<file path="config.mk">
export PLATFORM = sky130hd
export DESIGN_NAME = command_frame_parser_queue_unit_flat
export DESIGN_NICKNAME = d
export VERILOG_FILES = /design/src/rtl/core/cfpq_pkg.sv /design/src/rtl/core/cfpq_ifs.sv /design/src/rtl/core/cfpq_front.sv /design/src/rtl/core/cfpq_link_fifo.sv /design/src/rtl/core/cfpq_back.sv /design/src/rtl/core/command_frame_parser_queue_unit.sv /design/src/flat_wrapper.sv
export SDC_FILE = /design/constraint.sdc
export NUM_CORES = 1
export LEC_CHECK = 0
export BUFFER_PORTS_ARGS = -buffer_cell sky130_fd_sc_hd__buf_4
export CAP_MARGIN = 20
export CORE_AREA = 2 2 166 152
export CTS_BUF_LIST = sky130_fd_sc_hd__clkbuf_4
export CTS_CLUSTER_SIZE = 14
export DETAILED_ROUTE_END_ITERATION = 8
export DIE_AREA = 0 0 168 154
export HOLD_SLACK_MARGIN = 0.1
export PLACE_DENSITY = 0.51
export SKIP_LAST_GASP = 1
export SLEW_MARGIN = 10
export SYNTH_ARGS = -nofsm -noshare
export SYNTH_HDL_FRONTEND = slang
export SYNTH_SLANG_ARGS = --single-unit
</file>
<file path="constraint.sdc">
create_clock -name clk -period 5.25 [get_ports clk]
set_clock_uncertainty 0.15 [all_clocks]
set_input_delay 1.05 -clock clk [delete_from_list [all_inputs] [get_ports clk]]
set_output_delay 1.05 -clock clk [all_outputs]
set_load 0.01 [all_outputs]
</file>
<file path="src/rtl/core/cfpq_pkg.sv">
// Shared types and constants for the command frame parser queue.
// Used by every module of the block; no dependencies.
`timescale 1ns / 1ps
`default_nettype none

package cfpq_pkg;

  localparam int unsigned CFPQ_QUEUE_DEPTH = 5;
  localparam logic [7:0]  CFPQ_HEADER_RESET = 8'hAA;

  // input item kinds
  localparam logic KIND_BYTE = 1'b0;
  localparam logic KIND_POP  = 1'b1;

  typedef enum logic [1:0] {
    PH_HUNT,
    PH_ADDR,
    PH_CODE,
    PH_DATA
  } cfpq_phase_t;

  typedef enum logic [1:0] {
    OP_NONE,
    OP_PUSH,
    OP_POP
  } cfpq_op_t;

  typedef struct packed {
    logic [7:0] address;
    logic [7:0] code;
    logic [7:0] value;
  } cfpq_cmd_t;

  // one classified word handed from the parser to the command queue
  typedef struct packed {
    cfpq_op_t  op;
    cfpq_cmd_t cmd;
  } cfpq_work_t;

endpackage

`default_nettype wire

</file>
<file path="src/rtl/core/cfpq_ifs.sv">
// Valid/ready channel interfaces for the input items and the result items.
// Does not depend on cfpq_pkg; field widths are fixed here.
`timescale 1ns / 1ps
`default_nettype none

interface cfpq_in_if;
  logic       valid;
  logic       ready;
  logic       kind;
  logic [7:0] rx_byte;

  modport source (output valid, output kind, output rx_byte, input ready);
  modport sink   (input valid, input kind, input rx_byte, output ready);
endinterface

interface cfpq_out_if;
  logic       valid;
  logic       ready;
  logic       pop_ok;
  logic [7:0] cmd_address;
  logic [7:0] cmd_code;
  logic [7:0] cmd_value;
  logic       frame_dropped;
  logic [2:0] fill_count;

  modport source (output valid, output pop_ok, output cmd_address, output cmd_code,
                  output cmd_value, output frame_dropped, output fill_count, input ready);
  modport sink   (input valid, input pop_ok, input cmd_address, input cmd_code,
                  input cmd_value, input frame_dropped, input fill_count, output ready);
endinterface

`default_nettype wire

</file>
<file path="src/rtl/core/cfpq_front.sv">
// Front end: accepts input words, tracks the frame parse phase and classifies
// each word as no-op, push or pop. Depends on cfpq_pkg and cfpq_in_if.
`timescale 1ns / 1ps
`default_nettype none

module cfpq_front
  import cfpq_pkg::*;
(
  input  wire logic        clk,
  input  wire logic        rst,
  input  wire logic        cfg_we,
  input  wire logic [7:0]  cfg_wdata,
  cfpq_in_if.sink          in_ch,
  output cfpq_work_t       work,
  output logic             work_valid,
  input  wire logic        work_ready
);

  cfpq_phase_t phase;
  cfpq_phase_t phase_next;
  logic [7:0]  header;
  logic [7:0]  held_address;
  logic [7:0]  held_code;
  logic        accept;
  logic        is_byte;

  assign in_ch.ready = work_ready;
  assign work_valid  = in_ch.valid;
  assign accept      = in_ch.valid && work_ready;
  assign is_byte     = (in_ch.kind == KIND_BYTE);

  always_ff @(posedge clk) begin
    if (rst) begin
      phase  <= PH_HUNT;
      header <= CFPQ_HEADER_RESET;
    end else begin
      phase <= phase_next;
      if (cfg_we) begin
        header <= cfg_wdata;
      end
    end
  end

  always_ff @(posedge clk) begin
    if (accept && is_byte) begin
      if (phase == PH_ADDR) begin
        held_address <= in_ch.rx_byte;
      end
      if (phase == PH_CODE) begin
        held_code <= in_ch.rx_byte;
      end
    end
  end

  // pops leave the phase alone so a frame in progress resumes
  always_comb begin
    phase_next = phase;
    if (accept && is_byte) begin
      case (phase)
        PH_HUNT: begin
          if (in_ch.rx_byte == header) begin
            phase_next = PH_ADDR;
          end
        end
        PH_ADDR: phase_next = PH_CODE;
        PH_CODE: phase_next = PH_DATA;
        PH_DATA: phase_next = PH_HUNT;
        default: phase_next = PH_HUNT;
      endcase
    end
  end

  always_comb begin
    work.cmd.address = held_address;
    work.cmd.code    = held_code;
    work.cmd.value   = in_ch.rx_byte;
    if (!is_byte) begin
      work.op = OP_POP;
    end else begin
      case (phase)
        PH_DATA: work.op = OP_PUSH;
        default: work.op = OP_NONE;
      endcase
    end
  end

endmodule

`default_nettype wire

</file>
<file path="src/rtl/core/cfpq_link_fifo.sv">
// Two-entry queue of classified words between the parser and the command queue.
// Depends on cfpq_pkg.
`timescale 1ns / 1ps
`default_nettype none

module cfpq_link_fifo
  import cfpq_pkg::*;
(
  input  wire logic       clk,
  input  wire logic       rst,
  input  wire logic       push_valid,
  output logic            push_ready,
  input  wire cfpq_work_t push_work,
  output logic            pop_valid,
  input  wire logic       pop_ready,
  output cfpq_work_t      pop_work
);

  cfpq_work_t entries [2];
  logic       wr_ptr;
  logic       rd_ptr;
  logic [1:0] count;
  logic       do_push;
  logic       do_pop;

  assign push_ready = (count != 2'd2);
  assign pop_valid  = (count != 2'd0);
  assign pop_work   = entries[rd_ptr];
  assign do_push    = push_valid && push_ready;
  assign do_pop     = pop_valid && pop_ready;

  always_ff @(posedge clk) begin
    if (rst) begin
      wr_ptr <= 1'b0;
      rd_ptr <= 1'b0;
      count  <= 2'd0;
    end else begin
      if (do_push) begin
        wr_ptr <= ~wr_ptr;
      end
      if (do_pop) begin
        rd_ptr <= ~rd_ptr;
      end
      case ({do_push, do_pop})
        2'b10:   count <= count + 2'd1;
        2'b01:   count <= count - 2'd1;
        default: count <= count;
      endcase
    end
  end

  always_ff @(posedge clk) begin
    if (do_push) begin
      entries[wr_ptr] <= push_work;
    end
  end

endmodule

`default_nettype wire

</file>
<file path="src/rtl/core/cfpq_back.sv">
// Back end: circular command store with push/pop and the registered result word.
// Depends on cfpq_pkg and cfpq_out_if.
`timescale 1ns / 1ps
`default_nettype none

module cfpq_back
  import cfpq_pkg::*;
#(
  parameter int unsigned QUEUE_DEPTH = CFPQ_QUEUE_DEPTH
) (
  input  wire logic       clk,
  input  wire logic       rst,
  input  wire logic       work_valid,
  output logic            work_ready,
  input  wire cfpq_work_t work,
  cfpq_out_if.source      out_ch
);

  localparam int unsigned PTR_W = (QUEUE_DEPTH > 1) ? $clog2(QUEUE_DEPTH) : 1;
  localparam int unsigned CNT_W = $clog2(QUEUE_DEPTH + 1);
  localparam logic [PTR_W-1:0] LAST_SLOT = PTR_W'(QUEUE_DEPTH - 1);
  localparam logic [CNT_W-1:0] FULL_CNT  = CNT_W'(QUEUE_DEPTH);

  cfpq_cmd_t        store [QUEUE_DEPTH];
  logic [PTR_W-1:0] wr_ptr;
  logic [PTR_W-1:0] rd_ptr;
  logic [CNT_W-1:0] count;
  logic [CNT_W-1:0] count_next;
  logic             out_valid;
  logic             pop_ok;
  cfpq_cmd_t        cmd;
  logic             frame_dropped;
  logic [2:0]       fill_count;
  logic             fire;
  logic             full;
  logic             push_ok;
  logic             pop_hit;
  logic             drop;

  assign work_ready = !out_valid || out_ch.ready;
  assign fire       = work_valid && work_ready;
  assign full       = (count == FULL_CNT);
  assign push_ok    = fire && (work.op == OP_PUSH) && !full;
  assign drop       = (work.op == OP_PUSH) && full;
  assign pop_hit    = (work.op == OP_POP) && (count != '0);

  always_comb begin
    count_next = count;
    if (push_ok) begin
      count_next = count + CNT_W'(1);
    end else if (fire && pop_hit) begin
      count_next = count - CNT_W'(1);
    end
  end

  always_ff @(posedge clk) begin
    if (rst) begin
      out_valid <= 1'b0;
      wr_ptr    <= '0;
      rd_ptr    <= '0;
      count     <= '0;
    end else begin
      if (fire) begin
        out_valid <= 1'b1;
      end else if (out_ch.ready) begin
        out_valid <= 1'b0;
      end
      if (push_ok) begin
        wr_ptr <= (wr_ptr == LAST_SLOT) ? '0 : wr_ptr + PTR_W'(1);
      end
      if (fire && pop_hit) begin
        rd_ptr <= (rd_ptr == LAST_SLOT) ? '0 : rd_ptr + PTR_W'(1);
      end
      count <= count_next;
    end
  end

  always_ff @(posedge clk) begin
    if (push_ok) begin
      store[wr_ptr] <= work.cmd;
    end
  end

  // the result register doubles as the read data register of the store
  always_ff @(posedge clk) begin
    if (fire) begin
      pop_ok        <= pop_hit;
      cmd           <= pop_hit ? store[rd_ptr] : '0;
      frame_dropped <= drop;
      fill_count    <= 3'(count_next);
    end
  end

  assign out_ch.valid         = out_valid;
  assign out_ch.pop_ok        = pop_ok;
  assign out_ch.cmd_address   = cmd.address;
  assign out_ch.cmd_code      = cmd.code;
  assign out_ch.cmd_value     = cmd.value;
  assign out_ch.frame_dropped = frame_dropped;
  assign out_ch.fill_count    = fill_count;

`ifndef ASSERT_OFF
  a_count_range: assert property (@(posedge clk) disable iff (rst)
    count <= FULL_CNT)
    else $error("command count above queue depth");

  a_ptr_range: assert property (@(posedge clk) disable iff (rst)
    (wr_ptr <= LAST_SLOT) && (rd_ptr <= LAST_SLOT))
    else $error("queue pointer out of range");

  a_push_grows: assert property (@(posedge clk) disable iff (rst)
    push_ok |=> count == CNT_W'($past(count) + CNT_W'(1)))
    else $error("accepted push did not grow the count");

  a_flags_exclusive: assert property (@(posedge clk) disable iff (rst)
    out_valid |-> !(pop_ok && frame_dropped))
    else $error("result word both pops and drops");
`endif

endmodule

`default_nettype wire

</file>
<file path="src/rtl/core/command_frame_parser_queue_unit.sv">
// Command frame parser queue, top level.
// Usage:
//   in_ch  carries words of kind and rx_byte; kind 0 is a link byte, kind 1 pops
//          the oldest queued command. A word is taken when valid and ready are high.
//   out_ch returns exactly one result word per input word, in order: pop_ok,
//          cmd_address, cmd_code, cmd_value, frame_dropped and fill_count.
//   cfg_we/cfg_wdata write the header byte; write only while the block is idle.
// From input accept to result valid, a word is registered in the link queue, then
// in the result register, into which the command store read lands. The block takes
// one word per cycle while out_ch does not stall.
// Reset clears the parse phase (hunting), the queue pointers and count, and sets
// the header byte to 0xAA; store contents are not cleared.
// When out_ch stalls, the back end holds its result, the two-entry link queue
// fills, and then in_ch.ready drops until the receiver takes a word again.
// Depends on cfpq_pkg, cfpq_ifs, cfpq_front, cfpq_link_fifo and cfpq_back.
`timescale 1ns / 1ps
`default_nettype none

module command_frame_parser_queue_unit
  import cfpq_pkg::*;
#(
  parameter int unsigned QUEUE_DEPTH = CFPQ_QUEUE_DEPTH
) (
  input  wire logic       clk,
  input  wire logic       rst,
  input  wire logic       cfg_we,
  input  wire logic [7:0] cfg_wdata,
  cfpq_in_if.sink         in_ch,
  cfpq_out_if.source      out_ch
);

  cfpq_work_t front_work;
  logic       front_valid;
  logic       front_ready;
  cfpq_work_t back_work;
  logic       back_valid;
  logic       back_ready;

  cfpq_front u_front (
    .clk        (clk),
    .rst        (rst),
    .cfg_we     (cfg_we),
    .cfg_wdata  (cfg_wdata),
    .in_ch      (in_ch),
    .work       (front_work),
    .work_valid (front_valid),
    .work_ready (front_ready)
  );

  cfpq_link_fifo u_link (
    .clk        (clk),
    .rst        (rst),
    .push_valid (front_valid),
    .push_ready (front_ready),
    .push_work  (front_work),
    .pop_valid  (back_valid),
    .pop_ready  (back_ready),
    .pop_work   (back_work)
  );

  cfpq_back #(
    .QUEUE_DEPTH (QUEUE_DEPTH)
  ) u_back (
    .clk        (clk),
    .rst        (rst),
    .work_valid (back_valid),
    .work_ready (back_ready),
    .work       (back_work),
    .out_ch     (out_ch)
  );

endmodule

`default_nettype wire

</file>
<file path="src/flat_wrapper.sv">
// flat-port wrapper written by rule: the top's interface ports become plain ports
module command_frame_parser_queue_unit_flat import cfpq_pkg::*;
#(
  parameter int unsigned QUEUE_DEPTH = CFPQ_QUEUE_DEPTH
)
  (clk, rst, cfg_we, cfg_wdata, in_ch_valid, in_ch_kind, in_ch_rx_byte, in_ch_ready, out_ch_valid, out_ch_pop_ok, out_ch_cmd_address, out_ch_cmd_code, out_ch_cmd_value, out_ch_frame_dropped, out_ch_fill_count, out_ch_ready);
  cfpq_in_if in_ch_i ();
  cfpq_out_if out_ch_i ();
  input  wire logic clk;
  input  wire logic rst;
  input  wire logic cfg_we;
  input  wire logic [7:0] cfg_wdata;
  input wire logic [$bits(in_ch_i.valid)-1:0] in_ch_valid;
  input wire logic [$bits(in_ch_i.kind)-1:0] in_ch_kind;
  input wire logic [$bits(in_ch_i.rx_byte)-1:0] in_ch_rx_byte;
  output wire logic [$bits(in_ch_i.ready)-1:0] in_ch_ready;
  output wire logic [$bits(out_ch_i.valid)-1:0] out_ch_valid;
  output wire logic [$bits(out_ch_i.pop_ok)-1:0] out_ch_pop_ok;
  output wire logic [$bits(out_ch_i.cmd_address)-1:0] out_ch_cmd_address;
  output wire logic [$bits(out_ch_i.cmd_code)-1:0] out_ch_cmd_code;
  output wire logic [$bits(out_ch_i.cmd_value)-1:0] out_ch_cmd_value;
  output wire logic [$bits(out_ch_i.frame_dropped)-1:0] out_ch_frame_dropped;
  output wire logic [$bits(out_ch_i.fill_count)-1:0] out_ch_fill_count;
  input wire logic [$bits(out_ch_i.ready)-1:0] out_ch_ready;
  assign in_ch_i.valid = in_ch_valid;
  assign in_ch_i.kind = in_ch_kind;
  assign in_ch_i.rx_byte = in_ch_rx_byte;
  assign in_ch_ready = in_ch_i.ready;
  assign out_ch_valid = out_ch_i.valid;
  assign out_ch_pop_ok = out_ch_i.pop_ok;
  assign out_ch_cmd_address = out_ch_i.cmd_address;
  assign out_ch_cmd_code = out_ch_i.cmd_code;
  assign out_ch_cmd_value = out_ch_i.cmd_value;
  assign out_ch_frame_dropped = out_ch_i.frame_dropped;
  assign out_ch_fill_count = out_ch_i.fill_count;
  assign out_ch_i.ready = out_ch_ready;
  command_frame_parser_queue_unit #(.QUEUE_DEPTH(QUEUE_DEPTH)) u_core (.clk(clk), .rst(rst), .cfg_we(cfg_we), .cfg_wdata(cfg_wdata), .in_ch(in_ch_i), .out_ch(out_ch_i));
endmodule
</file>
# Word-level counts from Yosys, hierarchy flattened
# Memory sizes are Yosys's and may differ from the RTL's. A register that Yosys moved wholly into a read port is not among the register bits.
# Cells that the tools add are included.
[totals]
regBits = 45
mem_count = 2
inputBits = 22
elab_cells = 75
out_inout_bits = 31
ram_bits = 172
[classes]
n_reduce_logical = 20
add_sub_neg = 6
bitwise_logic = 3
eq_ne = 13
mux = 17
[memory_table]
columns = ["memory", "words", "width", "read_ports", "rd_clocked_by_memory_dff", "write_ports", "line_no", "text"]
rows = [
  ["u_core.u_back.store", 5, 24, 1, 1, 1, "cfpq_back.sv:24", "cfpq_cmd_t store [QUEUE_DEPTH];"],
  ["u_core.u_link.entries", 2, 26, 1, 1, 1, "cfpq_link_fifo.sv:19", "cfpq_work_t entries [2];"],
]
[op_table]
columns = ["operator", "count"]
rows = [
  ["3-bit two-way mux", 4],
  ["3-bit by 1-bit adder with 3-bit output (second input constant)", 3],
  ["3-bit equality test (second input constant)", 3],
  ["1-bit two-way mux", 9],
  ["2-bit equality test (second input constant)", 4],
  ["8-bit equality test", 1],
  ["1-bit logical AND", 8],
  ["2-bit one-hot mux with 4 select lines", 1],
  ["2-bit by 1-bit equality test with 1-bit output (second input constant)", 3],
  ["2-bit AND reduction", 3],
  ["2-bit nonzero test", 3],
  ["2-bit two-way mux", 2],
  ["2-bit inequality test (second input constant)", 2],
  ["2-bit one-hot mux with 2 select lines", 1],
  ["1-bit zero test", 3],
  ["1-bit NOT", 3],
  ["3-bit nonzero test", 1],
  ["3-bit by 1-bit subtractor with 3-bit output (second input constant)", 1],
  ["2-bit by 1-bit adder with 2-bit output (second input constant)", 1],
  ["2-bit zero test", 1],
  ["2-bit by 1-bit subtractor with 2-bit output (second input constant)", 1],
  ["1-bit logical OR", 1],
]

# Depth between registers and ports, before layout
# Gate-level depths: netlist (run 1).
[logic_depth]
ltp_word = 7
depth_mapped = 7
depth_no_buf = 7

# Cells and area by module
# Synthesis (run 1) repeated with hierarchy kept, for this count alone.
[hier_totals]
hier_cells = 511
area_unflattened_um2 = 9341.5
[by_module_without_submodules]
columns = ["mod", "cells_per_inst", "n_inst", "area_per_inst_um2", "seq_area_each_um2"]
rows = [
  ["cfpq_back", 315, 1, 6099.6, 4674.5],
  ["cfpq_link_fifo", 105, 1, 2092.0, 1661.6],
  ["cfpq_front", 91, 1, 1149.9, 680.7],
]

# Worst setup path after synthesis (run 1)
# OpenSTA, ideal clock, no wires.
[synth_path]
path_kind = "input-to-reg"
from = "input port out_ch_ready"
to = "memory u_core.u_back.store[2][0] (netlist bit) (enable)"
arrival_time_ns = 3.291
required_time_ns = 4.665
setup_time_ns = 0.435
path_buffers = 0
stages = 4
slack_ns = 1.374
cell_sequence = "nand2b_1 -> o2111a_2 -> nand2b_1 -> nor3_1"
[synth_via]
elab_chain_cells = 6
[synth_rtl]
columns = ["element", "line_no", "text"]
rows = [
  ["start, declared", "flat_wrapper.sv:24", "input wire logic [$bits(out_ch_i.ready)-1:0] out_ch_ready;"],
  ["1-bit logical OR", "cfpq_back.sv:40", "assign work_ready = !out_valid || out_ch.ready;"],
  ["1-bit logical AND", "cfpq_back.sv:41", "assign fire = work_valid && work_ready;"],
  ["1-bit logical AND (2 in series)", "cfpq_back.sv:43", "assign push_ok = fire && (work.op == OP_PUSH) && !full;"],
  ["1-bit two-way mux", "cfpq_back.sv:79", "if (push_ok) begin"],
  ["1-bit two-way mux (implied by the code)", "cfpq_back.sv:80", "store[wr_ptr] <= work.cmd;"],
  ["end, declared", "cfpq_back.sv:24", ""],
]
# Every way passes these cells.

==> flow_summary.json, run 1 <==
{
  "synth_top_family_by_area": "multiplexers",
  "p_comb_share_pct": 17.4,
  "wl_per_cell_um": 17.60,
  "dp_hpwl_um": 10120,
  "io_pins": 53,
  "core_area_um2": 23990,
  "drcViolationCount": 0,
  "syn2layout_area_growth_pct": 17.54,
  "dr.pass1.iters": 4,
  "met1_usage_pct": 17.88,
  "synthMuxAreaShare_pct": 12.22,
  "syn-cell-area_um2": 9253,
  "grt_setup_unrepaired": "no",
  "ctsResizeCount": 0,
  "grt-ovfl-total": 0,
  "p_clk_share_pct": 32.1,
  "finalHoldViolCount": 0,
  "first_global_vias": 5073,
  "setup_viol": 0,
  "clk_pin_slew_worst_paths_ns": 0.06,
  "clockBufferDepth": 3,
  "switching_share_pct": 26.28,
  "start_util_pct": 38.58,
  "finalCoreUtilization_pct": 45.34,
  "clock_latency_ns": 0.63,
  "post_cts_buffers": 0,
  "rows": 54,
  "layout_common_cells": "217 x edfxtp_1, 103 x clkbuf_4, 65 x buf_4",
  "die_y_um": 154,
  "finalWorstSetupSlack_ns": 2.662,
  "fin_crit_sh_pct": 49.30,
  "yosysTopAreaCell": "edfxtp_1",
  "synth_area_leaders": "edfxtp_1 70%, mux4_2 5.8%, dfxtp_1 5.4%",
  "synthAdderAreaFrac_pct": 1.893,
  "vias_per_cell": 4.811,
  "finalWeightedCongestion": 0.7634,
  "worstPathArrival_ns": 2.70,
  "p_int_w": 0.003700,
  "cts_sinks": 242,
  "synthArstFlopShare_pct": 0,
  "num-nets-final": 653,
  "grtUsageMet3_pct": 4.582,
  "cts_made_buffers": 67,
  "wirelength_um": 17090,
  "vias": 4671,
  "worst_pin_slew_ns": 0.5477,
  "fmax_mhz": 386.4,
  "synthesis.nets": 538,
  "end_kind": "flip-flop",
  "die_w_um": 168,
  "track_usage_pct": 13.88,
  "required_ns": 5.36,
  "worst-path-max-fanout": 27,
  "io_buffers": 52,
  "vdd_ir_drop_max_mv": 0.3634,
  "grt_start_max_net_pins": 32,
  "ys_seq_area_share_pct": 75.84,
  "drv_cap": 0,
  "rrSetupSlack_ns": 2.66,
  "ys_seq_elements": 242,
  "drive_gt1_share_pct": 35.20,
  "yosys.area_share.simple_pct": 5.233,
  "cts_hold_buf": 0,
  "pre_cts_ws_ns": 2.288,
  "critical_path_class": "flip-flop to flip-flop",
  "synth_cells": 502,
  "switching_power_w": 0.001319,
  "power_leakage_nw": 3.707,
  "seqPwrFrac_pct": 50.5,
  "power-per-cell-area_nw_per_um2": 461.5,
  "grt_pass1_wl_um": 27120,
  "cts_tree": "built",
  "hp-class": "flip-flop to flip-flop",
  "synth_warnings": 0,
  "synth-compound-area-share_pct": 2.258,
  "die_area_um2": 25870,
  "use_met2_pct": 21.70,
  "max_slew_margin_pct": 63.49,
  "synthFlopType": "edfxtp_1",
  "final_common_cell": "edfxtp_1",
  "htree_levels": 3,
  "synth.avg_cell_area_um2": 18.43,
  "ant_nets": 0,
  "fin_crit_ns": 2.588,
  "antenna_found_initial": 1,
  "synth-edff-count": 217,
  "ctsRootBufferMaster": "clkbuf_4",
  "synth_top_area_share_pct": 70.43,
  "synthXorXnorAreaFrac_pct": 1.136,
  "drtIter0Drc": 223,
  "grt_busiest_layer": "met2",
  "fin_setup_tns_ns": 0,
  "status": "finished, final reports clean",
  "fillers": 2085,
  "worstSetupStartpointType": "flip-flop",
  "maxSlewViolCount": 0,
  "synth.distinct_cells": 43
}
[stage by stage]
step	area [um2]	hold slack, ns	instances	total power, W
after floorplan	9253	0.2715	502	0.003099
after global placement	10060	0.2764	856	0.003441
after detailed placement	10060	0.2815	856	0.003470
after CTS	10870	0.2970	970	0.005115
after global routing	10880	0.2927	971	0.005320
final	10880	0.2929	971	0.005019
[path summary, 6_finish.rpt]
check,startpoint,end,depth (start not counted)
max reg2reg,flip-flop,u_core.u_back.store[0][5]$_DFFE_PP_,6
min reg2reg,u_core.u_front.held_code[4]$_DFFE_PP_,u_core.u_link.entries[0][12]$_DFFE_PP_,0
max,flip-flop,u_core.u_back.store[0][5]$_DFFE_PP_,6
min,u_core.u_front.held_code[4]$_DFFE_PP_,u_core.u_link.entries[0][12]$_DFFE_PP_,0
[cell type report]
cell class / instances / area, um2 / share of cell area (%)
multi-input cells: 231 / 2131 / 19.59
clock buffers: 103 / 773.2 / 7.110
inverters: 10 / 37.54 / 0.3451
well taps: 308 / 385.4 / 3.544
clock inverters: 11 / 41.29 / 0.3797
repair buffers: 65 / 488.0 / 4.487
diodes: 1 / 2.502 / 0.02301
flip-flops and latches: 242 / 7017 / 64.52
[worst max-delay path: stages (launching register included)]
cell and delay, ns:
dfxtp_1 0.31, buf_4 0.24, nor3b_1 0.45, o2111a_2 0.35, nand2b_1 0.17, nor3_2 0.14
buf_4 0.39
[registers in the layout, indices dropped and copies added (netlist names), 8 cells and up, named ones only]
name / count
u_core.u_back.out_ch.cmd_address: 8
u_core.u_back.out_ch.cmd_code: 8
u_core.u_back.out_ch.cmd_value: 8
u_core.u_back.store: 120
u_core.u_front.header: 8
u_core.u_front.held_address: 8
u_core.u_front.held_code: 8
u_core.u_link.entries: 52
[per-layer routing]
layer	share of wire (%)	vias to the layer above
met5	0	-
met4	1.8	0
met3	4.8	32
met2	47	112
met1	47	2312
li1	-	2215
[Yosys cell counts (3+ instances only)]
| library cell | count |
|---|---|
| edfxtp_1 | 217 |
| nor2_1 | 44 |
| mux2i_1 | 32 |
| dfxtp_1 | 25 |
| mux2_2 | 24 |
| mux4_2 | 24 |
| ha_1 | 14 |
| a21oi_1 | 12 |
| nand2_1 | 12 |
| inv_1 | 10 |
| xnor2_1 | 10 |
| clkbuf_1 | 9 |
| nor3_1 | 7 |
| buf_2 | 6 |
| nor2b_1 | 6 |
| a211o_1 | 4 |
| nand4_1 | 4 |
| o21ai_0 | 4 |
| and2_1 | 3 |
| and4_1 | 3 |
| nand2b_1 | 3 |
| nand3_1 | 3 |
[power groups by stage]
stage	Sequential, W	Combinational [W]	Clock (W)
floorplan	0.00262	0.000481	0
global placement	0.00257	0.000870	0
detailed placement	0.00258	0.000893	0
CTS	0.00254	0.000898	0.00168
global route	0.00256	0.000975	0.00179
finish	0.00253	0.000875	0.00161
[cells by family (layout without fill, tap and decap cells)]
logic type | count (synthesis) | count (layout)
buffers and inverters | 29 | 189
adder cells (fa/ha/maj) | 14 | 14
multiplexers | 80 | 80
AND/OR/NAND/NOR | 96 | 96
XOR/XNOR | 12 | 12
other | 0 | 1
AO/OA/AOI/OAI | 29 | 29
flip-flops | 242 | 242
(Power assumes the default switching activity.)
==> run 2: changes to the inputs <==
Clock period 5.25 ns to 2.5 ns, I/O delays scaled along.
==> run 2 against run 1 <==
Effect of this change:
- setup slack got worse by 2.4 ns
- highest routed layer unchanged
- routed wire length is 0.74% lower
- flip-flop and latch count unchanged
- cell count is 2.9% higher
- combinational power grew 120%
- critical path depth increased by 1
- critical endpoint is now u_core.u_back.out_ch.fill_count[2]$_DFFE_PP_
- final area increased by 3.1%
==> flow_summary.json, run 2 (synthesis gave the netlist of run 1 again) <==
{
  "status": "finished, final reports clean",
  "drive_gt1_share_pct": 31.74,
  "r2r_cells": 7,
  "final_common_cell": "edfxtp_1",
  "power-per-cell-area_nw_per_um2": 918.1,
  "wl_per_cell_um": 16.98,
  "dpl_cell_area_um2": 10170,
  "fin_crit_sh_pct": 88.68,
  "pre_cts_ws_ns": 0.2823,
  "rrSetupSlack_ns": 0.28,
  "maxSlewViolCount": 0,
  "num-nets-final": 680,
  "die_w_um": 168,
  "start_util_pct": 38.58,
  "rr_endpoint": "u_core.u_back.out_ch.fill_count[2]$_DFFE_PP_",
  "core_area_um2": 23990,
  "drcViolationCount": 0,
  "worst-path-max-fanout": 7,
  "worstPathArrival_ns": 2.48,
  "fin_crit_ns": 2.217,
  "hp-class": "primary input to flip-flop",
  "critPathLaunch": "u_core.u_back.count[0]$_SDFF_PP0_",
  "first_global_vias": 5213,
  "worstSetupStartpointType": "flip-flop",
  "vias_per_cell": 4.790,
  "largest_reg_flops": 120,
  "final_area_um2": 11210,
  "cts_sinks": 242,
  "fmax_mhz": 451.1,
  "dp_hpwl_um": 10210,
  "drtIter0Drc": 210,
  "antenna_found_initial": 1,
  "hold-worst-slack_ns": 0.2400,
  "end_kind": "flip-flop",
  "vdd_ir_drop_max_mv": 0.5742,
  "rows": 54,
  "required_ns": 2.76,
  "grt_pass1_wl_um": 27260,
  "syn2layout_area_growth_pct": 21.18,
  "max_slew_margin_pct": 67.23,
  "top_register": "u_core.u_back.store",
  "finalWorstSetupSlack_ns": 0.2831,
  "worst_pin_slew_ns": 0.4915,
  "clockBufferDepth": 3,
  "wirelength_um": 16970,
  "cts_tree": "built",
  "grt_start_max_net_pins": 32,
  "vias": 4785,
  "clk_pin_slew_worst_paths_ns": 0.06,
  "die_y_um": 154,
  "grt_setup_unrepaired": "no",
  "reg_top3": "u_core.u_back.store x120, u_core.u_link.entries x52",
  "cts_made_buffers": 61,
  "htree_levels": 2,
  "layout_common_cells": "217 x edfxtp_1, 81 x clkbuf_4, 60 x buf_4",
  "die_area_um2": 25870,
  "grt-ovfl-total": 0,
  "timing.rr.start": "u_core.u_back.count[0]$_SDFF_PP0_",
  "fillers": 2018,
  "io_pins": 53,
  "ctsRootBufferMaster": "clkbuf_4",
  "cp-endpoint": "u_core.u_back.out_ch.fill_count[2]$_DFFE_PP_",
  "drv_cap": 0,
  "finalWeightedCongestion": 0.7690,
  "dr.pass1.iters": 6,
  "ant_nets": 0,
  "power_leakage_nw": 3.814,
  "critical_path_class": "flip-flop to flip-flop",
  "finalHoldViolCount": 0,
  "track_usage_pct": 13.78,
  "clock_latency_ns": 0.67,
  "setup_viol": 0,
  "io_buffers": 52
}
[run 2: cell types whose count changed in the layout (fill, tap and decap cells not counted)]
cell	before	now
buf_12	0	6
buf_4	65	60
clkbuf_4	103	81
clkinv_1	9	19
clkinv_2	0	8
dlygate4sd3_1	0	32
inv_2	2	1
nor3_2	4	0
nor3_4	0	4
[run 2: worst max-delay path, cell delays in order, from the launching register on]
cell and delay [ns]:
dfxtp_1 0.38, inv_1 0.07, ha_1 0.20, ha_1 0.22, nor4b_2 0.35, o211a_1 0.33, a32o_1 0.20, a21oi_1 0.06
[run 2: power breakdown]
group / internal, W / switching, W / total [W]
Combinational: 0.000792 / 0.00113 / 0.00192
Sequential: 0.00518 / 0.000153 / 0.00533
Clock: 0.00151 / 0.00153 / 0.00305
Total: 0.00748 / 0.00281 / 0.0103
[run 2: layer usage]
metal / track usage [%] / part of all wire (%)
met5: 0 / 0
met4: 6.128 / 2.2
met3: 3.475 / 4.3
met2: 22.77 / 48
met1: 17.26 / 45
[run 2: layout make-up]
class | count | area (um2) | share of cell area, %
inverter | 10 | 37.54 | 0.3348
tap | 308 | 385.4 | 3.437
clock inverter | 28 | 115.1 | 1.027
multi-input combinational | 231 | 2156 | 19.23
clock buffer | 81 | 608.1 | 5.424
antenna | 1 | 2.502 | 0.02232
sequential | 242 | 7017 | 62.58
timing repair buffer | 98 | 890.9 | 7.946
[run 2: stage by stage]
step | TNS (ns) | total power (W) | util [%] | cells
CTS | 0 | 0.01047 | 46.73 | 998
global placement | 0 | 0.007267 | 42.38 | 857
finish | 0 | 0.01029 | 46.74 | 999
detailed placement | 0 | 0.007317 | 42.38 | 857
floorplan | -22.19 | 0.006508 | - | 502
global route | 0 | 0.01090 | 46.74 | 999
[run 2: worst min path at each step]
stage                                        startpoint  depth (start not counted)                                     end  slack (ns)
4_1_cts                                     in_ch_valid                          4    u_core.u_front.phase[0]$_SDFFE_PP0P_        0.17
3_3_place_gp   u_core.u_front.held_address[5]$_DFFE_PP_                          0  u_core.u_link.entries[0][21]$_DFFE_PP_        0.28
6_report                                    in_ch_valid                          4    u_core.u_front.phase[0]$_SDFFE_PP0P_        0.24
5_1_grt                                     in_ch_valid                          4    u_core.u_front.phase[0]$_SDFFE_PP0P_        0.21
3_5_place_dp   u_core.u_front.held_address[3]$_DFFE_PP_                          0  u_core.u_link.entries[0][19]$_DFFE_PP_        0.28
2_1_floorplan     u_core.u_front.held_code[2]$_DFFE_PP_                          0  u_core.u_link.entries[0][10]$_DFFE_PP_        0.27
[run 2: timing repair]
action                    4_1_cts  5_1_grt
setup buffers                   0        0
hold endpoints to repair       59        0
resized for setup               0        0
hold buffers                   32        0
